`config.mk`:
```
export PLATFORM = sky130hd
export DESIGN_NAME = spectrum_energy_level_detector_flat
export DESIGN_NICKNAME = d
export VERILOG_FILES = /design/src/rtl/seld_pkg.sv /design/src/rtl/seld_stream_if.sv /design/src/rtl/seld_ctrl.sv /design/src/rtl/seld_datapath.sv /design/src/rtl/spectrum_energy_level_detector.sv /design/src/flat_wrapper.sv
export VERILOG_INCLUDE_DIRS = /design/src /design/src/rtl
export SDC_FILE = /design/constraint.sdc
export NUM_CORES = 2
export LEC_CHECK = 0
export BUFFER_PORTS_ARGS = -buffer_cell sky130_fd_sc_hd__buf_2
export CAP_MARGIN = 20
export CORE_ASPECT_RATIO = 0.9
export CORE_MARGIN = 2
export CORE_UTILIZATION = 40
export CTS_CLUSTER_SIZE = 20
export DETAILED_ROUTE_END_ITERATION = 6
export GPL_TIMING_DRIVEN = 0
export HOLD_SLACK_MARGIN = 0.08
export PLACE_DENSITY = 0.65
export SYNTH_ARGS = -nofsm -noshare
export SYNTH_HDL_FRONTEND = slang
export SYNTH_SLANG_ARGS = --single-unit
```
`constraint.sdc`:
```
create_clock -name clk -period 13.4 [get_ports clk]
set_clock_uncertainty 0.1 [all_clocks]
set_input_delay 0.67 -clock clk [delete_from_list [all_inputs] [get_ports clk]]
set_output_delay 0.67 -clock clk [all_outputs]
set_load 0.01 [all_outputs]
```
`src/rtl/spectrum_energy_level_detector_defines.svh`:
```
// Assertion shorthands shared by the RTL files.
// Each macro expects signals named clk and rst in the enclosing module.
`ifndef SPECTRUM_ENERGY_LEVEL_DETECTOR_DEFINES_SVH
`define SPECTRUM_ENERGY_LEVEL_DETECTOR_DEFINES_SVH

// Check a condition at every edge outside reset.
`define SELD_ASSERT(lbl, cond, msg) \
  lbl: assert property (@(posedge clk) disable iff (rst) (cond)) else $error(msg);

// Check a consequence in the same cycle as its cause.
`define SELD_ASSERT_IMPL(lbl, ante, cons, msg) \
  lbl: assert property (@(posedge clk) disable iff (rst) (ante) |-> (cons)) else $error(msg);

// Check a consequence in the cycle after its cause.
`define SELD_ASSERT_NEXT(lbl, ante, cons, msg) \
  lbl: assert property (@(posedge clk) disable iff (rst) (ante) |=> (cons)) else $error(msg);

`endif

```
`src/rtl/seld_pkg.sv`:
```
package seld_pkg;

  // Default geometry of the spectrum window
  localparam int NUM_BINS_DEF      = 512;
  localparam int WINDOW_HEIGHT_DEF = 350;

  // Field widths
  localparam int MAG_W   = 16;
  localparam int GAIN_W  = 16;
  localparam int FRAC_W  = 8;
  localparam int BAND_W  = 10;
  localparam int LVL_W   = 17;
  localparam int INTV_W  = 16;
  localparam int MS_W    = 32;
  localparam int CUT_W   = 7;
  localparam int SUM_W   = 26;
  localparam int BINS_W  = 10;
  localparam int CLASS_W = 2;

  localparam logic [SUM_W-1:0]  SUM_MAX   = {SUM_W{1'b1}};
  localparam logic [BINS_W-1:0] BINS_MAX  = {BINS_W{1'b1}};
  localparam logic [LVL_W-1:0]  ONE_Q16   = 17'h10000;
  localparam int                ROUND_Q16 = 32768;
  localparam logic [CUT_W-1:0]  CUT_WRAP  = 7'd100;

  // Ratio divider: one quotient bit per step
  localparam int DIV_STEPS = LVL_W;
  localparam int DCNT_W    = $clog2(DIV_STEPS);

  // Configuration port
  localparam int CFG_IDX_W  = 3;
  localparam int CFG_DATA_W = 17;

  typedef enum logic [CFG_IDX_W-1:0] {
    CFG_GAIN        = 3'd0,
    CFG_BAND_START  = 3'd1,
    CFG_USE_MIXDOWN = 3'd2,
    CFG_SMOOTHING   = 3'd3,
    CFG_THRESHOLD_A = 3'd4,
    CFG_THRESHOLD_B = 3'd5,
    CFG_THRESHOLD_C = 3'd6,
    CFG_CUT_INTV    = 3'd7
  } cfg_index_t;

  localparam logic [GAIN_W-1:0] GAIN_RST      = 16'd256;
  localparam logic [BAND_W-1:0] BAND_RST      = 10'd128;
  localparam logic [LVL_W-1:0]  SMOOTH_RST    = 17'd6554;
  localparam logic [LVL_W-1:0]  THR_A_RST     = 17'd6554;
  localparam logic [LVL_W-1:0]  THR_B_RST     = 17'd19661;
  localparam logic [LVL_W-1:0]  THR_C_RST     = 17'd32768;
  localparam logic [INTV_W-1:0] CUT_INTV_RST  = 16'd2000;

  // Input command codes
  localparam logic CMD_BIN  = 1'b0;
  localparam logic CMD_TICK = 1'b1;

  typedef enum logic [CLASS_W-1:0] {
    CLASS_CALM = 2'd0,
    CLASS_LOW  = 2'd1,
    CLASS_HIGH = 2'd2
  } level_class_t;

  typedef struct packed {
    logic              command;
    logic [MAG_W-1:0]  bin_normal;
    logic [MAG_W-1:0]  bin_mixdown;
    logic              frame_end;
  } seld_in_t;

  typedef struct packed {
    logic [LVL_W-1:0]   energy_level;
    logic [CLASS_W-1:0] level_class;
    logic               cut_change;
    logic [CUT_W-1:0]   cut_count;
  } seld_out_t;

  // Controller to datapath
  typedef struct packed {
    logic acc;
    logic tick;
    logic denom;
    logic prep;
    logic div_step;
    logic mul_new;
    logic mul_old;
    logic blend;
    logic classify;
  } seld_cmd_t;

  // Datapath to controller
  typedef struct packed {
    logic div_last;
  } seld_status_t;

endpackage

```
`src/rtl/seld_stream_if.sv`:
```
interface seld_stream_if #(
  parameter type payload_t = logic
);
  logic     valid;
  logic     ready;
  payload_t payload;

  modport source (output valid, output payload, input ready);
  modport sink   (input valid, input payload, output ready);
endinterface

```
`src/rtl/seld_ctrl.sv`:
```
`include "spectrum_energy_level_detector_defines.svh"

module seld_ctrl
  import seld_pkg::*;
(
  input  logic         clk,
  input  logic         rst,
  input  logic         in_valid,
  input  logic         in_command,
  input  logic         in_frame_end,
  output logic         in_ready,
  output logic         out_valid,
  input  logic         out_ready,
  output seld_cmd_t    cmd,
  input  seld_status_t status
);

  typedef enum logic [7:0] {
    S_IDLE    = 8'b0000_0001,
    S_DENOM   = 8'b0000_0010,
    S_PREP    = 8'b0000_0100,
    S_DIV     = 8'b0000_1000,
    S_MUL_NEW = 8'b0001_0000,
    S_MUL_OLD = 8'b0010_0000,
    S_BLEND   = 8'b0100_0000,
    S_CLASS   = 8'b1000_0000
  } state_t;

  state_t state;
  state_t state_next;
  logic   out_free;

  assign in_ready = (state == S_IDLE);
  assign out_free = !out_valid || out_ready;

  always_comb begin
    cmd        = '0;
    state_next = state;
    case (state)
      S_IDLE: begin
        if (in_valid) begin
          if (in_command == CMD_TICK) begin
            cmd.tick = 1'b1;
          end else begin
            cmd.acc = 1'b1;
            if (in_frame_end) begin
              state_next = S_DENOM;
            end
          end
        end
      end
      S_DENOM: begin
        cmd.denom  = 1'b1;
        state_next = S_PREP;
      end
      S_PREP: begin
        cmd.prep   = 1'b1;
        state_next = S_DIV;
      end
      S_DIV: begin
        cmd.div_step = 1'b1;
        if (status.div_last) begin
          state_next = S_MUL_NEW;
        end
      end
      S_MUL_NEW: begin
        cmd.mul_new = 1'b1;
        state_next  = S_MUL_OLD;
      end
      S_MUL_OLD: begin
        cmd.mul_old = 1'b1;
        state_next  = S_BLEND;
      end
      S_BLEND: begin
        cmd.blend  = 1'b1;
        state_next = S_CLASS;
      end
      S_CLASS: begin
        // hold until the output register is free
        if (out_free) begin
          cmd.classify = 1'b1;
          state_next   = S_IDLE;
        end
      end
      default: begin
        state_next = S_IDLE;
      end
    endcase
  end

  always_ff @(posedge clk) begin
    if (rst) begin
      state     <= S_IDLE;
      out_valid <= 1'b0;
    end else begin
      state <= state_next;
      if (cmd.classify) begin
        out_valid <= 1'b1;
      end else if (out_ready) begin
        out_valid <= 1'b0;
      end
    end
  end

  `SELD_ASSERT_NEXT(ctl_frame_start, in_valid && in_ready && in_command == CMD_BIN && in_frame_end, state == S_DENOM, "frame end did not start the ratio pass")
  `SELD_ASSERT_IMPL(ctl_out_source, $rose(out_valid), $past(state) == S_CLASS, "result word raised outside classification")
  `SELD_ASSERT_IMPL(ctl_no_overwrite, cmd.classify, !out_valid || out_ready, "classification overwrote a pending word")

endmodule

```
`src/rtl/seld_datapath.sv`:
```
`include "spectrum_energy_level_detector_defines.svh"

module seld_datapath
  import seld_pkg::*;
#(
  parameter int NUM_BINS      = NUM_BINS_DEF,
  parameter int WINDOW_HEIGHT = WINDOW_HEIGHT_DEF
) (
  input  logic                  clk,
  input  logic                  rst,
  input  logic                  cfg_we,
  input  logic [CFG_IDX_W-1:0]  cfg_index,
  input  logic [CFG_DATA_W-1:0] cfg_data,
  input  seld_cmd_t             cmd,
  output seld_status_t          status,
  input  seld_in_t              in_word,
  output seld_out_t             out_word
);

  localparam int POS_W = $clog2(NUM_BINS + 1);
  localparam int CMP_W = ((POS_W > BAND_W) ? POS_W : BAND_W) + 1;
  localparam int WH_W  = $clog2(WINDOW_HEIGHT + 1);
  localparam int HGT_W = WH_W + FRAC_W;
  localparam int SCL_W = MAG_W + GAIN_W - FRAC_W;
  localparam int DEN_W = BINS_W + WH_W;
  localparam int REM_W = DEN_W + 1;
  localparam int NUM_W = SUM_W + FRAC_W;
  localparam int CHK_W = ((NUM_W > DEN_W + DIV_STEPS) ? NUM_W : DEN_W + DIV_STEPS) + 1;
  localparam int PRD_W = 2 * LVL_W;

  localparam logic [HGT_W-1:0] HEIGHT_MAX = HGT_W'(WINDOW_HEIGHT * 256);
  localparam logic [POS_W-1:0] POS_MAX    = POS_W'(NUM_BINS);
  localparam logic [CMP_W-1:0] NB_X       = CMP_W'(NUM_BINS);

  // configuration
  logic [GAIN_W-1:0] gain;
  logic [BAND_W-1:0] band_start;
  logic              use_mixdown;
  logic [LVL_W-1:0]  smoothing;
  logic [LVL_W-1:0]  threshold_a;
  logic [LVL_W-1:0]  threshold_b;
  logic [LVL_W-1:0]  threshold_c;
  logic [INTV_W-1:0] cut_interval_ms;

  // frame and level state
  logic [POS_W-1:0]  bin_position;
  logic [SUM_W-1:0]  band_sum;
  logic [BINS_W-1:0] band_bins;
  logic [LVL_W-1:0]  smoothed_level;
  level_class_t      level_state;
  logic [MS_W-1:0]   now_ms;
  logic [MS_W-1:0]   last_cut_ms;
  logic [CUT_W-1:0]  cut_counter;

  // ratio pass
  logic [DEN_W-1:0]     den;
  logic [REM_W-1:0]     rem;
  logic [DIV_STEPS-1:0] num_lo;
  logic [LVL_W-1:0]     quo;
  logic                 empty;
  logic                 sat;
  logic [DCNT_W-1:0]    div_cnt;
  logic [PRD_W-1:0]     prod_a;
  logic [PRD_W-1:0]     prod_b;

  // bin scaling and band membership
  logic [MAG_W-1:0]          mag;
  logic [MAG_W+GAIN_W-1:0]   scaled_full;
  logic [SCL_W-1:0]          scaled;
  logic [HGT_W-1:0]          height;
  logic [SUM_W:0]            sum_ext;
  logic [SUM_W-1:0]          band_sum_next;
  logic [CMP_W-1:0]          pos_x;
  logic [CMP_W-1:0]          bs_x;
  logic                      in_band;

  assign mag         = use_mixdown ? in_word.bin_mixdown : in_word.bin_normal;
  assign scaled_full = (MAG_W+GAIN_W)'(mag) * (MAG_W+GAIN_W)'(gain);
  assign scaled      = scaled_full[MAG_W+GAIN_W-1:FRAC_W];
  assign height      = (scaled > SCL_W'(HEIGHT_MAX)) ? HEIGHT_MAX : scaled[HGT_W-1:0];
  assign sum_ext     = (SUM_W+1)'(band_sum) + (SUM_W+1)'(height);
  assign band_sum_next = sum_ext[SUM_W] ? SUM_MAX : sum_ext[SUM_W-1:0];

  assign pos_x   = CMP_W'(bin_position);
  assign bs_x    = CMP_W'(band_start);
  assign in_band = (pos_x >= bs_x) && (bs_x <= NB_X) && ((pos_x + bs_x) < NB_X);

  // divider
  logic [NUM_W-1:0] num_full;
  logic             sat_c;
  logic [REM_W-1:0] rem_sh;
  logic [REM_W-1:0] den_x;
  logic             q_bit;

  assign num_full = {band_sum, {FRAC_W{1'b0}}};
  assign sat_c    = CHK_W'(num_full) >= (CHK_W'(den) << DIV_STEPS);
  assign rem_sh   = {rem[REM_W-2:0], num_lo[DIV_STEPS-1]};
  assign den_x    = REM_W'(den);
  assign q_bit    = (rem_sh >= den_x);

  assign status.div_last = (div_cnt == DCNT_W'(DIV_STEPS - 1));

  // low-pass on a shared multiplier
  logic [LVL_W-1:0]   ratio;
  logic [LVL_W-1:0]   weight;
  logic [LVL_W-1:0]   weight_old;
  logic [LVL_W-1:0]   mul_x;
  logic [LVL_W-1:0]   mul_y;
  logic [PRD_W-1:0]   mul_p;
  logic [PRD_W:0]     blend_sum;

  always_comb begin
    if (empty) begin
      ratio = '0;
    end else if (sat || (quo > ONE_Q16)) begin
      ratio = ONE_Q16;
    end else begin
      ratio = quo;
    end
  end

  assign weight     = (smoothing > ONE_Q16) ? ONE_Q16 : smoothing;
  assign weight_old = ONE_Q16 - weight;
  assign mul_x      = cmd.mul_new ? ratio  : smoothed_level;
  assign mul_y      = cmd.mul_new ? weight : weight_old;
  assign mul_p      = PRD_W'(mul_x) * PRD_W'(mul_y);
  assign blend_sum  = (PRD_W+1)'(prod_a) + (PRD_W+1)'(prod_b) + (PRD_W+1)'(ROUND_Q16);

  // threshold sort, three compare-exchange steps
  logic [LVL_W-1:0] s1_lo, s1_hi, s2_lo, th_high, th_calm, th_low;

  always_comb begin
    s1_lo   = (threshold_a > threshold_b) ? threshold_b : threshold_a;
    s1_hi   = (threshold_a > threshold_b) ? threshold_a : threshold_b;
    s2_lo   = (s1_hi > threshold_c) ? threshold_c : s1_hi;
    th_high = (s1_hi > threshold_c) ? s1_hi : threshold_c;
    th_calm = (s1_lo > s2_lo) ? s2_lo : s1_lo;
    th_low  = (s1_lo > s2_lo) ? s1_lo : s2_lo;
  end

  // hysteresis and cut event
  level_class_t      class_next;
  logic              go_high;
  logic              cut_fire;
  logic [MS_W-1:0]   elapsed;
  logic [CUT_W-1:0]  cut_counter_next;

  always_comb begin
    class_next = level_state;
    go_high    = 1'b0;
    case (level_state)
      CLASS_HIGH: begin
        if (smoothed_level < th_calm) begin
          class_next = CLASS_CALM;
        end else if (smoothed_level < th_low) begin
          class_next = CLASS_LOW;
        end
      end
      CLASS_LOW: begin
        if (th_high < smoothed_level) begin
          class_next = CLASS_HIGH;
          go_high    = 1'b1;
        end else if (smoothed_level < th_calm) begin
          class_next = CLASS_CALM;
        end
      end
      default: begin
        if (th_high < smoothed_level) begin
          class_next = CLASS_HIGH;
          go_high    = 1'b1;
        end
      end
    endcase
  end

  assign elapsed  = now_ms - last_cut_ms;
  assign cut_fire = go_high && (MS_W'(cut_interval_ms) < elapsed);

  always_comb begin
    cut_counter_next = cut_counter;
    if (cut_fire) begin
      cut_counter_next = (cut_counter >= CUT_WRAP) ? '0 : cut_counter + 1'b1;
    end
  end

  // control-bearing state
  always_ff @(posedge clk) begin
    if (rst) begin
      gain            <= GAIN_RST;
      band_start      <= BAND_RST;
      use_mixdown     <= 1'b0;
      smoothing       <= SMOOTH_RST;
      threshold_a     <= THR_A_RST;
      threshold_b     <= THR_B_RST;
      threshold_c     <= THR_C_RST;
      cut_interval_ms <= CUT_INTV_RST;
      bin_position    <= '0;
      band_sum        <= '0;
      band_bins       <= '0;
      smoothed_level  <= '0;
      level_state     <= CLASS_CALM;
      now_ms          <= '0;
      last_cut_ms     <= '0;
      cut_counter     <= '0;
      div_cnt         <= '0;
    end else begin
      if (cfg_we) begin
        case (cfg_index_t'(cfg_index))
          CFG_GAIN:        gain            <= cfg_data[GAIN_W-1:0];
          CFG_BAND_START:  band_start      <= cfg_data[BAND_W-1:0];
          CFG_USE_MIXDOWN: use_mixdown     <= cfg_data[0];
          CFG_SMOOTHING:   smoothing       <= cfg_data[LVL_W-1:0];
          CFG_THRESHOLD_A: threshold_a     <= cfg_data[LVL_W-1:0];
          CFG_THRESHOLD_B: threshold_b     <= cfg_data[LVL_W-1:0];
          CFG_THRESHOLD_C: threshold_c     <= cfg_data[LVL_W-1:0];
          CFG_CUT_INTV:    cut_interval_ms <= cfg_data[INTV_W-1:0];
          default: begin
          end
        endcase
      end
      if (cmd.tick) begin
        now_ms <= now_ms + 1'b1;
      end
      if (cmd.acc) begin
        if (in_band) begin
          band_sum <= band_sum_next;
          if (band_bins != BINS_MAX) begin
            band_bins <= band_bins + 1'b1;
          end
        end
        if (bin_position < POS_MAX) begin
          bin_position <= bin_position + 1'b1;
        end
      end
      if (cmd.prep) begin
        bin_position <= '0;
        band_sum     <= '0;
        band_bins    <= '0;
        div_cnt      <= '0;
      end
      if (cmd.div_step) begin
        div_cnt <= div_cnt + 1'b1;
      end
      if (cmd.blend) begin
        smoothed_level <= blend_sum[LVL_W+15:16];
      end
      if (cmd.classify) begin
        level_state <= class_next;
        cut_counter <= cut_counter_next;
        if (cut_fire) begin
          last_cut_ms <= now_ms;
        end
      end
    end
  end

  // payload registers
  always_ff @(posedge clk) begin
    if (cmd.denom) begin
      den <= DEN_W'(band_bins) * DEN_W'(WINDOW_HEIGHT);
    end
    if (cmd.prep) begin
      empty  <= (band_bins == '0);
      sat    <= sat_c;
      rem    <= REM_W'(num_full[NUM_W-1:DIV_STEPS]);
      num_lo <= num_full[DIV_STEPS-1:0];
    end
    if (cmd.div_step) begin
      rem    <= q_bit ? (rem_sh - den_x) : rem_sh;
      quo    <= {quo[LVL_W-2:0], q_bit};
      num_lo <= {num_lo[DIV_STEPS-2:0], 1'b0};
    end
    if (cmd.mul_new) begin
      prod_a <= mul_p;
    end
    if (cmd.mul_old) begin
      prod_b <= mul_p;
    end
    if (cmd.classify) begin
      out_word.energy_level <= smoothed_level;
      out_word.level_class  <= class_next;
      out_word.cut_change   <= cut_fire;
      out_word.cut_count    <= cut_counter_next;
    end
  end

  `SELD_ASSERT(dp_cut_wrap, cut_counter <= CUT_WRAP, "cut counter beyond its wrap point")
  `SELD_ASSERT(dp_level_range, smoothed_level <= ONE_Q16, "smoothed level above one")
  `SELD_ASSERT_IMPL(dp_div_rem, cmd.div_step && !empty && !sat, rem < den_x, "divider remainder not below divisor")
  `SELD_ASSERT_IMPL(dp_div_count, cmd.div_step, div_cnt < DCNT_W'(DIV_STEPS), "divider ran past its last step")

endmodule

```
`src/rtl/spectrum_energy_level_detector.sv`:
```
// Spectrum energy level detector.
// spec_in (sink) takes one word per spectrum bin or per millisecond tick;
// command selects which. Bin words stream at one per cycle while idle. The
// word that carries frame_end closes the frame: the band occupancy ratio is
// divided out one quotient bit per cycle (17 steps), low-pass filtered on one
// shared 17x17 multiplier, then classified calm/low/high with hysteresis.
// level_out (source) carries one word per frame; ticks and other bins give none.
// After the frame_end word, spec_in.ready stays low through the ratio pass:
// denominator, divider preparation, the divider steps, the two multiplies,
// the blend and classification; the result word is then registered.
// level_out has an output register: the next frame streams in while a result
// waits; if the receiver still stalls when the following frame is finished,
// that frame's ratio pass holds and spec_in stays not ready until it drains.
// cfg_we/cfg_index/cfg_data write one register per cycle; write only while idle.
// Reset (rst, synchronous) restores the register defaults, clears the frame
// accumulators, the level filter, the millisecond clock and the cut counter,
// and drops any pending result word.
module spectrum_energy_level_detector
  import seld_pkg::*;
#(
  parameter int NUM_BINS      = NUM_BINS_DEF,
  parameter int WINDOW_HEIGHT = WINDOW_HEIGHT_DEF
) (
  input  logic                  clk,
  input  logic                  rst,
  input  logic                  cfg_we,
  input  logic [CFG_IDX_W-1:0]  cfg_index,
  input  logic [CFG_DATA_W-1:0] cfg_data,
  seld_stream_if.sink           spec_in,
  seld_stream_if.source         level_out
);

  seld_cmd_t    cmd;
  seld_status_t status;
  seld_in_t     in_word;
  seld_out_t    out_word;
  logic         in_ready;
  logic         out_valid;

  assign in_word         = spec_in.payload;
  assign spec_in.ready   = in_ready;
  assign level_out.valid = out_valid;
  assign level_out.payload = out_word;

  // Sequencer: accepts words, walks the per-frame ratio pass, owns out valid.
  seld_ctrl u_ctrl (
    .clk          (clk),
    .rst          (rst),
    .in_valid     (spec_in.valid),
    .in_command   (in_word.command),
    .in_frame_end (in_word.frame_end),
    .in_ready     (in_ready),
    .out_valid    (out_valid),
    .out_ready    (level_out.ready),
    .cmd          (cmd),
    .status       (status)
  );

  // Accumulators, divider, filter, classifier and the result register.
  seld_datapath #(
    .NUM_BINS      (NUM_BINS),
    .WINDOW_HEIGHT (WINDOW_HEIGHT)
  ) u_datapath (
    .clk       (clk),
    .rst       (rst),
    .cfg_we    (cfg_we),
    .cfg_index (cfg_index),
    .cfg_data  (cfg_data),
    .cmd       (cmd),
    .status    (status),
    .in_word   (in_word),
    .out_word  (out_word)
  );

endmodule

```
`src/flat_wrapper.sv`:
```
// flat-port wrapper written by rule: the top's interface ports become plain ports
module spectrum_energy_level_detector_flat import seld_pkg::*;
#(
  parameter int NUM_BINS      = NUM_BINS_DEF,
  parameter int WINDOW_HEIGHT = WINDOW_HEIGHT_DEF
)
  (clk, rst, cfg_we, cfg_index, cfg_data, spec_in_valid, spec_in_payload, spec_in_ready, level_out_valid, level_out_payload, level_out_ready);
  seld_stream_if #(.payload_t(seld_in_t)) spec_in_i ();
  seld_stream_if #(.payload_t(seld_out_t)) level_out_i ();
  input  logic clk;
  input  logic rst;
  input  logic cfg_we;
  input  logic [CFG_IDX_W-1:0] cfg_index;
  input  logic [CFG_DATA_W-1:0] cfg_data;
  input wire logic [$bits(spec_in_i.valid)-1:0] spec_in_valid;
  input wire logic [$bits(spec_in_i.payload)-1:0] spec_in_payload;
  output wire logic [$bits(spec_in_i.ready)-1:0] spec_in_ready;
  output wire logic [$bits(level_out_i.valid)-1:0] level_out_valid;
  output wire logic [$bits(level_out_i.payload)-1:0] level_out_payload;
  input wire logic [$bits(level_out_i.ready)-1:0] level_out_ready;
  assign spec_in_i.valid = spec_in_valid;
  assign spec_in_i.payload = spec_in_payload;
  assign spec_in_ready = spec_in_i.ready;
  assign level_out_valid = level_out_i.valid;
  assign level_out_payload = level_out_i.payload;
  assign level_out_i.ready = level_out_ready;
  spectrum_energy_level_detector #(.NUM_BINS(NUM_BINS), .WINDOW_HEIGHT(WINDOW_HEIGHT)) u_core (.clk(clk), .rst(rst), .cfg_we(cfg_we), .cfg_index(cfg_index), .cfg_data(cfg_data), .spec_in(spec_in_i), .level_out(level_out_i));
endmodule
```
# Word level (Yosys, flattened, before mapping)
# Cells that the tools add are included.
[op_classes]
n_addsub = 12
n_mul = 3
magnitude_cmp = 17
n_eq_ne = 24
n_mux = 51
n_reduce_logical = 24
[op_table]
columns = ["cell", "count"]
rows = [
  ["17-bit 2-to-1 mux", 14],
  ["8-bit case mux with 8 select lines", 1],
  ["19-bit 2-to-1 mux", 3],
  ["17-bit > comparator", 3],
  ["17-bit < comparator", 3],
  ["8-bit 2-to-1 mux", 5],
  ["34-bit by 36-bit greater-or-equal comparator with 1-bit output", 1],
  ["17-bit > comparator, second input constant", 2],
  ["33-bit by 16-bit adder with 33-bit output, second input constant", 1],
  ["33-bit adder", 1],
  ["17-bit by 17-bit multiplier with 33-bit output", 1],
  ["32-bit by 1-bit adder with 32-bit output, second input constant", 1],
  ["16-bit by 32-bit < comparator with 1-bit output", 1],
  ["16-bit by 16-bit multiplier with 32-bit output", 1],
  ["32-bit subtractor", 1],
  ["26-bit by 17-bit adder with 27-bit output", 1],
  ["26-bit 2-to-1 mux", 1],
  ["24-bit by 17-bit > comparator with 1-bit output, second input constant", 1],
  ["2-bit AND reduction", 11],
  ["10-bit by 1-bit adder with 10-bit output, second input constant", 2],
  ["20-bit by 19-bit greater-or-equal comparator with 1-bit output", 1],
  ["19-bit subtractor", 1],
  ["10-bit by 8-bit multiplier with 18-bit output, second input constant", 1],
  ["17-bit subtractor, first input constant", 1],
  ["40 further kinds", 72],
]
[totals]
ff_bits = 419
in_bits = 59
word_cells = 163

# Logic depth before layout (Yosys ltp)
[depth]
ltp_word = 10
mapped_depth = 45

# Cells and area by module
# From an unflattened synthesis, not the netlist that was laid out.
[hier_totals]
hier_cells = 5191
hier_area_um2 = 45352.2
[modules_own_cells]
columns = ["module", "instances", "cells_each", "area_each_um2"]
rows = [
  ["seld_datapath", 1, 5132, 44821.7],
  ["seld_ctrl", 1, 59, 530.5],
]

# Least setup slack after synthesis
# No wires, ideal clock.
[synth_timing]
path_kind = "reg2reg"
from = "reg u_core.u_datapath.use_mixdown"
to = "reg u_core.u_datapath.band_sum[20]"
arrival_ns = 9.714
slack_ns = 3.453
path_stages_with_launch = 43
path_cell_list = "dfxtp_1 -> buf_6 -> clkbuf_1 -> mux2_2 -> clkbuf_1 -> nand2_1 -> fa_1 -> inv_1 -> fa_1 -> inv_1 -> fa_1 -> fa_1 -> inv_1 -> fa_1 -> fa_1 -> ha_1 -> a211oi_1 -> o211ai_1 -> [... 7 more ...] -> o21a_2 -> buf_6 -> and2_1 -> ha_1 -> inv_1 -> fa_1 -> nor2b_1 -> o21ai_0 -> a21boi_0 -> nor4_1 -> o31ai_1 -> a41oi_1 -> a21oi_1 -> a21o_1 -> and3_1 -> clkbuf_1 -> nor2b_1 -> a311oi_1"
[synth_via]
elab_chain_len = 6
[synth_rtl]
columns = ["item", "line_no", "rtl"]
rows = [
  ["start: declaration", "seld_datapath.sv:38", "logic use_mixdown;"],
  ["start signal: assignment", "seld_datapath.sv:211", "CFG_USE_MIXDOWN: use_mixdown <= cfg_data[0];"],
  ["16-bit 2-to-1 mux *", "seld_datapath.sv:77", "assign mag = use_mixdown ? in_word.bin_mixdown : in_word.bin_normal;"],
  ["16-bit by 16-bit multiplier with 32-bit output *", "seld_datapath.sv:78", "assign scaled_full = (MAG_W+GAIN_W)'(mag) * (MAG_W+GAIN_W)'(gain);"],
  ["24-bit by 17-bit > comparator with 1-bit output", "seld_datapath.sv:80", "assign height = (scaled > SCL_W'(HEIGHT_MAX)) ? HEIGHT_MAX : scaled[HGT_W-1:0];"],
  ["17-bit 2-to-1 mux *", "seld_datapath.sv:80", ""],
  ["26-bit by 17-bit adder with 27-bit output *", "seld_datapath.sv:81", "assign sum_ext = (SUM_W+1)'(band_sum) + (SUM_W+1)'(height);"],
  ["26-bit 2-to-1 mux *", "seld_datapath.sv:82", "assign band_sum_next = sum_ext[SUM_W] ? SUM_MAX : sum_ext[SUM_W-1:0];"],
  ["end signal: assignment", "seld_datapath.sv:226", "band_sum <= band_sum_next;"],
  ["end: declaration", "seld_datapath.sv:47", "logic [SUM_W-1:0] band_sum;"],
]
# Mark *: on every way between the ends. The rest lies on a longest branch, timed or not.
# A chain may end at the register's enable or synchronous reset.

# Final worst setup path
# Same ends and word-level chain as after synthesis.

==> flow_summary.json <==
{
  "synthTopCellsByArea": "fa_1 (20%), ha_1 (15%), dfxtp_1 (12%), edfxtp_1 (11%), nand2_1 (6.4%)",
  "endpoint_kind": "register",
  "cts_made_buffers": 50,
  "hold_violations": 0,
  "synth.most_common_cell": "nand2_1",
  "min-delay-start": "cfg_data[16]",
  "fmax_mhz": 82.4,
  "area_delta_synth_final_pct": 9.05,
  "syn-num-nets": 6203,
  "leakage_nw": 23.1,
  "synth_edf_count": 158,
  "ys_ff_latch": 419,
  "syn_area_um2": 45100,
  "setup_ws_ns": 1.27,
  "routed_via_density": 5.37,
  "grt_pass1_wl_mm": 202,
  "cts_root_buffer": "clkbuf_16",
  "clk_pin_slew_ns": 0.06,
  "cts_setup_buffers": 0,
  "tightest_slew_ns": 1.40,
  "r2r_start": "u_core.u_datapath.use_mixdown$_SDFFE_PP0P_",
  "drt-total-wl_mm": 127,
  "setup.worst_path.class": "reg -> reg",
  "cts_hold_buf": 0,
  "grt.overflow.total": 0,
  "cts_tree": "built",
  "yosys_warnings": 0,
  "wl_per_cell_um": 18.6,
  "num_rows": 116,
  "critPathSlowestCell": "nor4_2",
  "synthDistinctLibCells": 88,
  "first_pass_iters": 5,
  "vias": 36600,
  "fin_tns_setup_ns": 0,
  "post_cts_resized": 0,
  "drive_above_1_share_pct": 5.23,
  "crit_top_cell": "fa_1",
  "fillerInstances": 11000,
  "syn_avg_cell_area_um2": 8.76,
  "io_pins": 88,
  "grt_antenna_before_repair": 3,
  "crit_path_start": "u_core.u_datapath.use_mixdown$_SDFFE_PP0P_",
  "place_hpwl_mm": 102,
  "min_period_over_period_pct": 90.5,
  "synth_top_cell_by_area": "fa_1",
  "start_kind": "register",
  "port_buffers": 84,
  "maxSlewViolCount": 0,
  "start_util_pct": 40.5,
  "cp.required_ns": 13.80,
  "clkSinkCount": 419,
  "status": "completed",
  "arrival_ns": 12.53,
  "rrSetupSlack_ns": 1.27,
  "synthArstFlopShare_pct": 0,
  "ys_seq_area_share_pct": 22.1,
  "grt_pass1_vias": 36100,
  "synth_ff_type": "dfxtp_1",
  "synthTopCellsByCount": "nand2_1 (765), inv_1 (750), ha_1 (546), fa_1 (448), nor2_1 (337)",
  "grt_util_all_layers_pct": 22.1,
  "sequential_cell_area_um2": 9970,
  "dp.cells": 6715,
  "p_per_area_nw_per_um2": 73.9,
  "drt_iter0_markers": 2754,
  "clockBufferDepth": 3,
  "stdcell_count": 6810,
  "antennaDiodeCount": 0,
  "rsz0062_at_grt": "false",
  "finalWeightedCongestion": 0.963,
  "cp_max_fo": 19,
  "syn_inst": 5150,
  "fin_nets": 6346,
  "core_area_um2": 111000,
  "die_h_um": 323,
  "max_stage_delay_ns": 0.59,
  "hp-class": "in -> reg",
  "finalCriticalPeriod_ns": 12.13,
  "max_cap_violations": 0,
  "slew_headroom_pct": 6.53,
  "drc": 0,
  "hold_ws_ns": 0.215,
  "drtAntennaViolNets": 0,
  "dieArea_um2": 115000,
  "clk_latency_ns": 0.65,
  "vdd_ir_drop_max_mv": 0.0791,
  "grt_max_degree": 34,
  "multi_input_area_um2": 31600,
  "setup_violations": 0,
  "fp.dieW_um": 358,
  "synth_top_area_share_pct": 19.9,
  "htreeDepth": 2,
  "dp_slack_ns": 0.462
}
-- critical path: cells and delay by family, from the launching register on --
kind	cells	cell delay, ns
adders and majority gates	9	4.02
muxes	1	0.38
xor gates and xnor gates	1	0.16
and+or+nand+nor	8	1.92
DFF	1	0.33
buffers and inverters	8	1.42
AOI/OAI and AO/OA	14	3.61
-- cells in the final DEF (no fill, tap or decap), drive strengths merged, types with 22 or more instances in the layout --
cell type / n
a211oi: 22
a21o: 79
a21oi: 292
a31oi: 27
and2: 137
and3: 37
buf: 111
clkbuf: 228
dfxtp: 261
edfxtp: 158
fa: 448
ha: 546
inv: 752
mux2: 52
mux2i: 99
nand2: 765
nand2b: 33
nand3: 83
nand4: 42
nor2: 338
nor2b: 38
nor3: 69
o211ai: 33
o21a: 34
o21ai: 182
or3: 25
xnor2: 103
xor2: 69
-- stage by stage --
stage	utilization [%]	cell area (um^2)	power, mW
after floorplan	-	45100	2.01
after global placement	42.5	47400	2.23
after detailed placement	42.6	47500	2.26
after CTS	44.1	49200	3.66
after global routing	44.1	49200	3.82
final	44.1	49200	3.64
-- per-layer routing --
layer / vias to the layer above / GRT usage [%] / share of wire, %
met1: 17900 / 31.7 / 46
met3: 194 / 3.62 / 7.4
li1: 17400 / - / -
met4: 2 / 5.99 / 2.4
met2: 1111 / 34.5 / 44
met5: - / 0 / 0.014
-- state kept, by name, indices dropped and copies added, names as in the netlist, 5 cells and up --
signal and count:
u_core.u_ctrl.state 8, u_core.u_datapath.band_bins 10, u_core.u_datapath.band_start 10, u_core.u_datapath.band_sum 26
u_core.u_datapath.bin_position 10, u_core.u_datapath.cut_counter 7, u_core.u_datapath.cut_interval_ms 16, u_core.u_datapath.den 18
u_core.u_datapath.div_cnt 5, u_core.u_datapath.gain 16, u_core.u_datapath.last_cut_ms 32, u_core.u_datapath.now_ms 32
u_core.u_datapath.num_lo 9, u_core.u_datapath.out_word 27, u_core.u_datapath.prod_a 33, u_core.u_datapath.prod_b 33
u_core.u_datapath.quo 17, u_core.u_datapath.rem 19, u_core.u_datapath.smoothed_level 17, u_core.u_datapath.smoothing 17
u_core.u_datapath.threshold_a 17, u_core.u_datapath.threshold_b 17, u_core.u_datapath.threshold_c 17
-- final timing paths --
| check | end | cells after the start |
|---|---|---|
| max | u_core.u_datapath.band_sum[20]$_SDFFE_PP0P_ | 41 |
| min | u_core.u_datapath.threshold_c[16]$_SDFFE_PP0P_ | 3 |
| max reg2reg | u_core.u_datapath.band_sum[20]$_SDFFE_PP0P_ | 41 |
| min reg2reg | u_core.u_datapath.div_cnt[4]$_SDFFE_PP0P_ | 1 |
-- report_power, final --
part / internal [mW] / switching (mW)
registers: 1.35 / 0.0303
clock network: 0.803 / 0.594
logic: 0.325 / 0.533
-- logic make-up after synthesis --
group	count (synthesis)	synth area share, %
flip-flops	419	22.1
buffers and inverters	932	7.83
AO/OA/AOI/OAI	830	11.5
XOR/XNOR	172	3.34
multiplexers	151	3.50
adder cells (fa/ha/maj)	994	35.0
AND/OR/NAND/NOR	1652	16.7
-- final cells by class --
class	instances	area share, %
Clock inverter	27	0.552
Buffer	180	1.45
Timing Repair Buffer	92	1.06
Sequential cell	419	20.3
Inverter	751	5.73
Tap cell	1475	3.75
Clock buffer	67	2.93
Multi-Input combinational cell	3799	64.3
No activity file was read; power rests on OpenSTA's default activity.
